==> src/hdl/dce_pkg.sv <==
// Package for the density clustering engine.
// Holds the word types, the register codes and the controller/datapath interface structs.
// No dependencies.
package dce_pkg;

    localparam int MAX_POINTS_DEF  = 64;
    localparam int COORD_BITS_DEF  = 16;

    localparam int RADIUS_W        = 35;
    localparam int MINPTS_W        = 7;
    localparam int CFG_IDX_W       = 1;
    localparam int CFG_DATA_W      = 35;
    localparam int PTR_W           = 6;

    localparam logic [RADIUS_W-1:0] RADIUS_RESET = 35'd1024;
    localparam logic [MINPTS_W-1:0] MINPTS_RESET = 7'd4;

    localparam logic [CFG_IDX_W-1:0] REG_RADIUS_SQUARED = 1'd0;
    localparam logic [CFG_IDX_W-1:0] REG_MIN_POINTS     = 1'd1;

    typedef struct packed {
        logic signed [15:0] coord_x;
        logic signed [15:0] coord_y;
        logic               last_point;
    } in_word_t;

    typedef struct packed {
        logic [5:0] point_index;
        logic [5:0] cluster_id;
        logic       is_noise;
        logic       last_label;
    } out_word_t;

    typedef struct packed {
        logic             store_we;
        logic [PTR_W-1:0] ld_addr;
        logic             pair_go;
        logic [PTR_W-1:0] pair_a;
        logic [PTR_W-1:0] pair_b;
        logic             pair_end;
        logic [PTR_W-1:0] mark_addr;
        logic             mark_visit;
        logic             label_wr;
        logic [PTR_W-1:0] raw;
        logic             q_wr;
        logic [PTR_W-1:0] q_wr_addr;
        logic             q_rd;
        logic [PTR_W-1:0] q_rd_addr;
        logic             adj_rd;
        logic             dense_wr;
        logic             dense_big;
        logic [PTR_W-1:0] dense_id;
        logic             out_rd1;
        logic             out_rd2;
        logic             out_load;
        logic             out_last;
        logic             clear_all;
    } cmd_t;

    typedef struct packed {
        logic             visited;
        logic             core;
        logic             cand;
        logic [PTR_W-1:0] q_data;
        logic             adj_busy;
        logic             out_free;
    } sts_t;

endpackage

==> src/hdl/dce_ctrl.sv <==
// Controller: sequences loading, the pair scan, seed and expansion steps and the label stream.
// Drives the datapath by command words; depends on dce_pkg.
module dce_ctrl
    import dce_pkg::*;
#(
    parameter int MAX_POINTS = MAX_POINTS_DEF
)
(
    input  logic     clk,
    input  logic     rst_n,
    input  logic     in_valid,
    output logic     in_stall,
    input  in_word_t in_word,
    input  sts_t     sts,
    output cmd_t     cmd
);

    localparam int IDX_W = (MAX_POINTS > 1) ? $clog2(MAX_POINTS) : 1;
    localparam int CNT_W = $clog2(MAX_POINTS + 1);
    localparam logic [CNT_W-1:0] MAX_CNT = CNT_W'(MAX_POINTS);

    typedef enum logic [3:0] {
        S_LOAD, S_ADJ, S_DRAIN, S_SEED, S_POP, S_QWAIT, S_CHECK,
        S_ROWWAIT, S_SCAN, S_CLOSE, S_OUT_A, S_OUT_B, S_OUT_C
    } state_t;

    state_t           state_reg, state_next;
    logic [CNT_W-1:0] ld_reg, ld_next, n_reg, n_next;
    logic [CNT_W-1:0] head_reg, head_next, tail_reg, tail_next;
    logic [IDX_W-1:0] i_reg, i_next, p_reg, p_next, j_reg, j_next;
    logic [IDX_W-1:0] q_reg, q_next, raw_reg, raw_next, id_reg, id_next;
    logic [CNT_W-1:0] n_last;
    logic             i_last, j_last, p_last, accept;

    assign n_last = n_reg - CNT_W'(1);
    assign i_last = CNT_W'(i_reg) == n_last;
    assign j_last = CNT_W'(j_reg) == n_last;
    assign p_last = CNT_W'(p_reg) == n_last;
    assign in_stall = state_reg != S_LOAD;
    assign accept = in_valid && !in_stall;

    always_comb
    begin
        state_next = state_reg;
        ld_next    = ld_reg;
        n_next     = n_reg;
        head_next  = head_reg;
        tail_next  = tail_reg;
        i_next     = i_reg;
        p_next     = p_reg;
        j_next     = j_reg;
        q_next     = q_reg;
        raw_next   = raw_reg;
        id_next    = id_reg;
        cmd        = '0;
        cmd.raw    = 6'(raw_reg);
        cmd.ld_addr = 6'(ld_reg);
        unique case (state_reg)
            S_LOAD:
            begin
                if (accept)
                begin
                    cmd.store_we = ld_reg < MAX_CNT;
                    n_next = (ld_reg < MAX_CNT) ? ld_reg + CNT_W'(1) : ld_reg;
                    ld_next = n_next;
                    if (in_word.last_point)
                    begin
                        p_next = '0;
                        j_next = '0;
                        state_next = S_ADJ;
                    end
                end
            end
            S_ADJ:
            begin
                cmd.pair_go  = 1'b1;
                cmd.pair_a   = 6'(p_reg);
                cmd.pair_b   = 6'(j_reg);
                cmd.pair_end = j_last;
                if (j_last)
                begin
                    j_next = '0;
                    if (p_last)
                        state_next = S_DRAIN;
                    else
                        p_next = p_reg + IDX_W'(1);
                end
                else
                    j_next = j_reg + IDX_W'(1);
            end
            S_DRAIN:
            begin
                if (!sts.adj_busy)
                begin
                    i_next = '0;
                    raw_next = '0;
                    id_next = '0;
                    state_next = S_SEED;
                end
            end
            S_SEED:
            begin
                cmd.mark_addr = 6'(i_reg);
                if (!sts.visited)
                    cmd.mark_visit = 1'b1;
                if (!sts.visited && sts.core)
                begin
                    cmd.label_wr  = 1'b1;
                    cmd.q_wr      = 1'b1;
                    cmd.q_wr_addr = '0;
                    tail_next = CNT_W'(1);
                    head_next = '0;
                    state_next = S_POP;
                end
                else if (i_last)
                begin
                    i_next = '0;
                    state_next = S_OUT_A;
                end
                else
                    i_next = i_reg + IDX_W'(1);
            end
            S_POP:
            begin
                if (head_reg < tail_reg)
                begin
                    cmd.q_rd      = 1'b1;
                    cmd.q_rd_addr = 6'(head_reg[IDX_W-1:0]);
                    head_next = head_reg + CNT_W'(1);
                    state_next = S_QWAIT;
                end
                else
                    state_next = S_CLOSE;
            end
            S_QWAIT:
            begin
                q_next = sts.q_data[IDX_W-1:0];
                state_next = S_CHECK;
            end
            S_CHECK:
            begin
                cmd.mark_addr = 6'(q_reg);
                j_next = '0;
                if (q_reg == i_reg)
                begin
                    cmd.adj_rd = 1'b1;
                    state_next = S_ROWWAIT;
                end
                else if (sts.visited)
                    state_next = S_POP;
                else
                begin
                    cmd.mark_visit = 1'b1;
                    if (sts.core)
                    begin
                        cmd.adj_rd = 1'b1;
                        state_next = S_ROWWAIT;
                    end
                    else
                        state_next = S_POP;
                end
            end
            S_ROWWAIT:
            begin
                state_next = S_SCAN;
            end
            S_SCAN:
            begin
                cmd.mark_addr = 6'(j_reg);
                if (sts.cand && tail_reg < MAX_CNT)
                begin
                    cmd.label_wr  = 1'b1;
                    cmd.q_wr      = 1'b1;
                    cmd.q_wr_addr = 6'(tail_reg[IDX_W-1:0]);
                    tail_next = tail_reg + CNT_W'(1);
                end
                if (j_last)
                    state_next = S_POP;
                else
                    j_next = j_reg + IDX_W'(1);
            end
            S_CLOSE:
            begin
                cmd.dense_wr  = 1'b1;
                cmd.dense_big = tail_reg > CNT_W'(1);
                cmd.dense_id  = 6'(id_reg);
                if (tail_reg > CNT_W'(1))
                    id_next = id_reg + IDX_W'(1);
                raw_next = raw_reg + IDX_W'(1);
                if (i_last)
                begin
                    i_next = '0;
                    state_next = S_OUT_A;
                end
                else
                begin
                    i_next = i_reg + IDX_W'(1);
                    state_next = S_SEED;
                end
            end
            S_OUT_A:
            begin
                cmd.mark_addr = 6'(i_reg);
                cmd.out_rd1 = 1'b1;
                state_next = S_OUT_B;
            end
            S_OUT_B:
            begin
                cmd.out_rd2 = 1'b1;
                state_next = S_OUT_C;
            end
            S_OUT_C:
            begin
                cmd.mark_addr = 6'(i_reg);
                cmd.out_last  = i_last;
                if (sts.out_free)
                begin
                    cmd.out_load = 1'b1;
                    if (i_last)
                    begin
                        cmd.clear_all = 1'b1;
                        ld_next = '0;
                        state_next = S_LOAD;
                    end
                    else
                    begin
                        i_next = i_reg + IDX_W'(1);
                        state_next = S_OUT_A;
                    end
                end
            end
            default:
                state_next = S_LOAD;
        endcase
    end

    always_ff @(posedge clk or negedge rst_n)
    begin
        if (!rst_n)
        begin
            state_reg <= S_LOAD;
            ld_reg    <= '0;
            n_reg     <= '0;
            head_reg  <= '0;
            tail_reg  <= '0;
            i_reg     <= '0;
            p_reg     <= '0;
            j_reg     <= '0;
            q_reg     <= '0;
            raw_reg   <= '0;
            id_reg    <= '0;
        end
        else
        begin
            state_reg <= state_next;
            ld_reg    <= ld_next;
            n_reg     <= n_next;
            head_reg  <= head_next;
            tail_reg  <= tail_next;
            i_reg     <= i_next;
            p_reg     <= p_next;
            j_reg     <= j_next;
            q_reg     <= q_next;
            raw_reg   <= raw_next;
            id_reg    <= id_next;
        end
    end

endmodule

==> config.mk <==
export PLATFORM = sky130hd
export DESIGN_NAME = dce_ctrl
export DESIGN_NICKNAME = d
export VERILOG_FILES = /design/src/hdl/dce_pkg.sv /design/src/hdl/dce_ctrl.sv
export SDC_FILE = /design/constraint.sdc
export NUM_CORES = 1
export LEC_CHECK = 0
export BUFFER_PORTS_ARGS = -buffer_cell sky130_fd_sc_hd__buf_2
export CORE_MARGIN = 2
export CORE_UTILIZATION = 55
export DETAILED_ROUTE_END_ITERATION = 10
export PLACE_DENSITY_LB_ADDON = 0.2
export SETUP_SLACK_MARGIN = 0.3
export SYNTH_ARGS = -nofsm -noshare
export SYNTH_HDL_FRONTEND = slang
export SYNTH_SLANG_ARGS = --single-unit
export TNS_END_PERCENT = 10
==> constraint.sdc <==
create_clock -name clk -period 3.4 [get_ports clk]
set_input_delay 0.34 -clock clk [delete_from_list [all_inputs] [get_ports clk]]
set_output_delay 0.34 -clock clk [all_outputs]
set_load 0.05 [all_outputs]
==> impl_metrics.ini <==
[flow_run]
drv_cap = 0

[detailed_routing]
wirelength_mm = 12.4
vias_per_cell = 6.04
dr_total_vias = 4622
first_pass_iters = 6
drt_iter0_markers = 242
drcViolationCount = 0
wl_per_cell_um = 16.2
postRouteAntennaNets = 0

[placed_design]
dp_cells = 746
port_buffers = 78
dp_hpwl_mm = 9.02
place_ws_ps = 376
routabilityCongestion = 0.929

[setup_path]
cpPeakStageDelay_ps = 450
cp-end-kind = output pin
path_class = reg2out
cpLargestDelayFamily = simple AND/OR/NAND/NOR gates
cp_cell_sequence = inv_1, ha_4, nor3b_4, a31oi_1, a2111oi_4, nand3_4, nor3_2, buf_4
cp.required_ps = 3060
slowest_stage = a2111oi_4
critPathBufInv = 2
reg2reg_slack_ps = 540
crit_arrival_ps = 2650
path_max_fanout = 9
critPathLaunchType = flop

[yosys]
ys_top_cells_by_count = 68 x dfrtp_1, 57 x nor2_1, 49 x nand2_1, 31 x inv_1, 31 x o21ai_0
synth-seq-cells = 68
syn_area_um2 = 4930
synth-warning-count = 0
synth_most_common_cell = dfrtp_1
synth_largest_area_cell = dfrtp_1
synth_edf_count = 0
synthDistinctLibCells = 68
yosysSeqAreaShare = 0.345
synth-async-reset-ratio = 1.00
synth_cells = 587
synth_ff_type = dfrtp_1
avgSynthCellArea_um2 = 8.40
syn_nets = 650
synthTopCellsByArea = dfrtp_1 35%, nor2_1 4.3%, xnor2_1 4.1%, ha_1 4.1%, nand2_1 3.7%
yosysTopAreaCellShare = 0.345

[pwr]
p_per_area_nw_per_um2 = 909
p_leak_uw = 0.00268
ir_worst_vdd_v = 0.000434
fin_total_pwr_uw = 5140

[floorplanning]
die_area_um2 = 9740
die_w_um = 98.7
initial_core_util = 0.565
ios = 111
die_y_um = 98.7
coreArea_um2 = 8720
rows = 34

[sta]
grt_setup_unrepaired = yes
max_freq_mhz = 334
final-setup-viol-count = 0
slew_violations = 0
fin_ws_ps = 408
tightest_slew_ps = 801
period_needed_ps = 2990
clock_skew_ps = 8.95
slew_headroom = 0.461
period_share = 0.880
fin_setup_tns_ps = 0
hold_viol = 0

[finish]
fin_util = 0.649
final_cells = 765
diodes = 0
nets = 715
layout-area-overhead-vs-synth_pct = 14.7
fill_cells = 753
drive_above_1_share = 0.207

[clocking]
cts.sinks = 68
clk_latency_ps = 350
clkTransAtPathRegs_ps = 80
clockRootBuffer = clkbuf_8
cts_buffers = 9
cts_buffer_depth = 2
h-tree-depth = 3
cts_tree = done
ctsHoldBuffers = 0

[global_route]
antenna_found_initial = 0
grt_max_degree = 33
grt_pass1_vias = 4302
grt_overflow = 0
grt_pass1_wl_mm = 20.5
grtUsageTotal = 0.258

[outcome]
status = complete, no violations

[worst_hold_path]
min_path_type = in2async
## cell families after synthesis
| family | count (synthesis) | share of synthesized area |
|---|---|---|
| flops | 68 | 0.345 |
| buf+inv | 69 | 0.0612 |
| mux | 12 | 0.0274 |
| simple gates | 246 | 0.258 |
| compound gates | 135 | 0.195 |
| xor+xnor | 41 | 0.0728 |
| fa+ha+maj | 16 | 0.0406 |
## through the flow
stage / hold slack, ps / cell area, µm²
final: 35.4 / 5660
after global routing: 90.5 / 5660
after CTS: 59.4 / 5630
after detailed placement: 444 / 5360
after global placement: 426 / 5360
after floorplan: 44.4 / 4940
## path summary, 6_finish.rpt
path,end,startpoint,cells past startpoint
setup / recovery,cmd[42],n_reg[0],8
hold / removal,ld_reg[1],rst_n,1
setup reg to reg,i_reg[2],n_reg[2],9
hold reg to reg,raw_reg[5],raw_reg[5],1
max in group asynchronous,raw_reg[0],rst_n,2
min in group clk,q_reg[1],sts[3],2
## cell usage in the layout, fill, tap and decap left out, types with 15 or more instances in the layout
| cell | n |
|---|---|
| nor3_1 | 15 |
| a21oi_1 | 30 |
| and2_1 | 29 |
| xnor2_1 | 23 |
| nand2_1 | 49 |
| inv_1 | 31 |
| xor2_1 | 18 |
| dfrtp_1 | 68 |
| buf_2 | 75 |
| buf_4 | 16 |
| ha_1 | 15 |
| o21ai_0 | 30 |
| nand3_1 | 26 |
| nor2_1 | 56 |
## power by group
group | total (µW) | leakage [µW] | switching, µW | internal (µW)
Sequential | 1590 | 0.000897 | 512 | 1080
Combinational | 2780 | 0.00167 | 1700 | 1080
Clock | 778 | 0.000112 | 324 | 454
Total | 5140 | 0.00268 | 2530 | 2610
## layout make-up
cell class | count | area, µm² | area share
clock buffer | 11 | 151 | 0.0268
clock inverter | 5 | 83.8 | 0.0148
sequential | 68 | 1700 | 0.301
multi-input combinational | 450 | 2960 | 0.524
timing repair buffer | 92 | 507 | 0.0896
inverter | 31 | 116 | 0.0206
tap | 108 | 135 | 0.0239
## metal layers
metal	track usage	up-vias	wire length, µm	share of wire
met5	0	-	0	0
met4	0.0896	0	279	0.023
met3	0.0546	26	733	0.059
met2	0.451	165	6260	0.51
met1	0.316	2223	5090	0.41
li1	-	2208	-	-
## timing repair
action	4_1_cts	5_1_grt
setup buffers	2	1
resized for setup	6	4
endpoints found under the hold margin	0	0
endpoints found under the setup margin	3	8
Power figures use the tool's default switching activity.
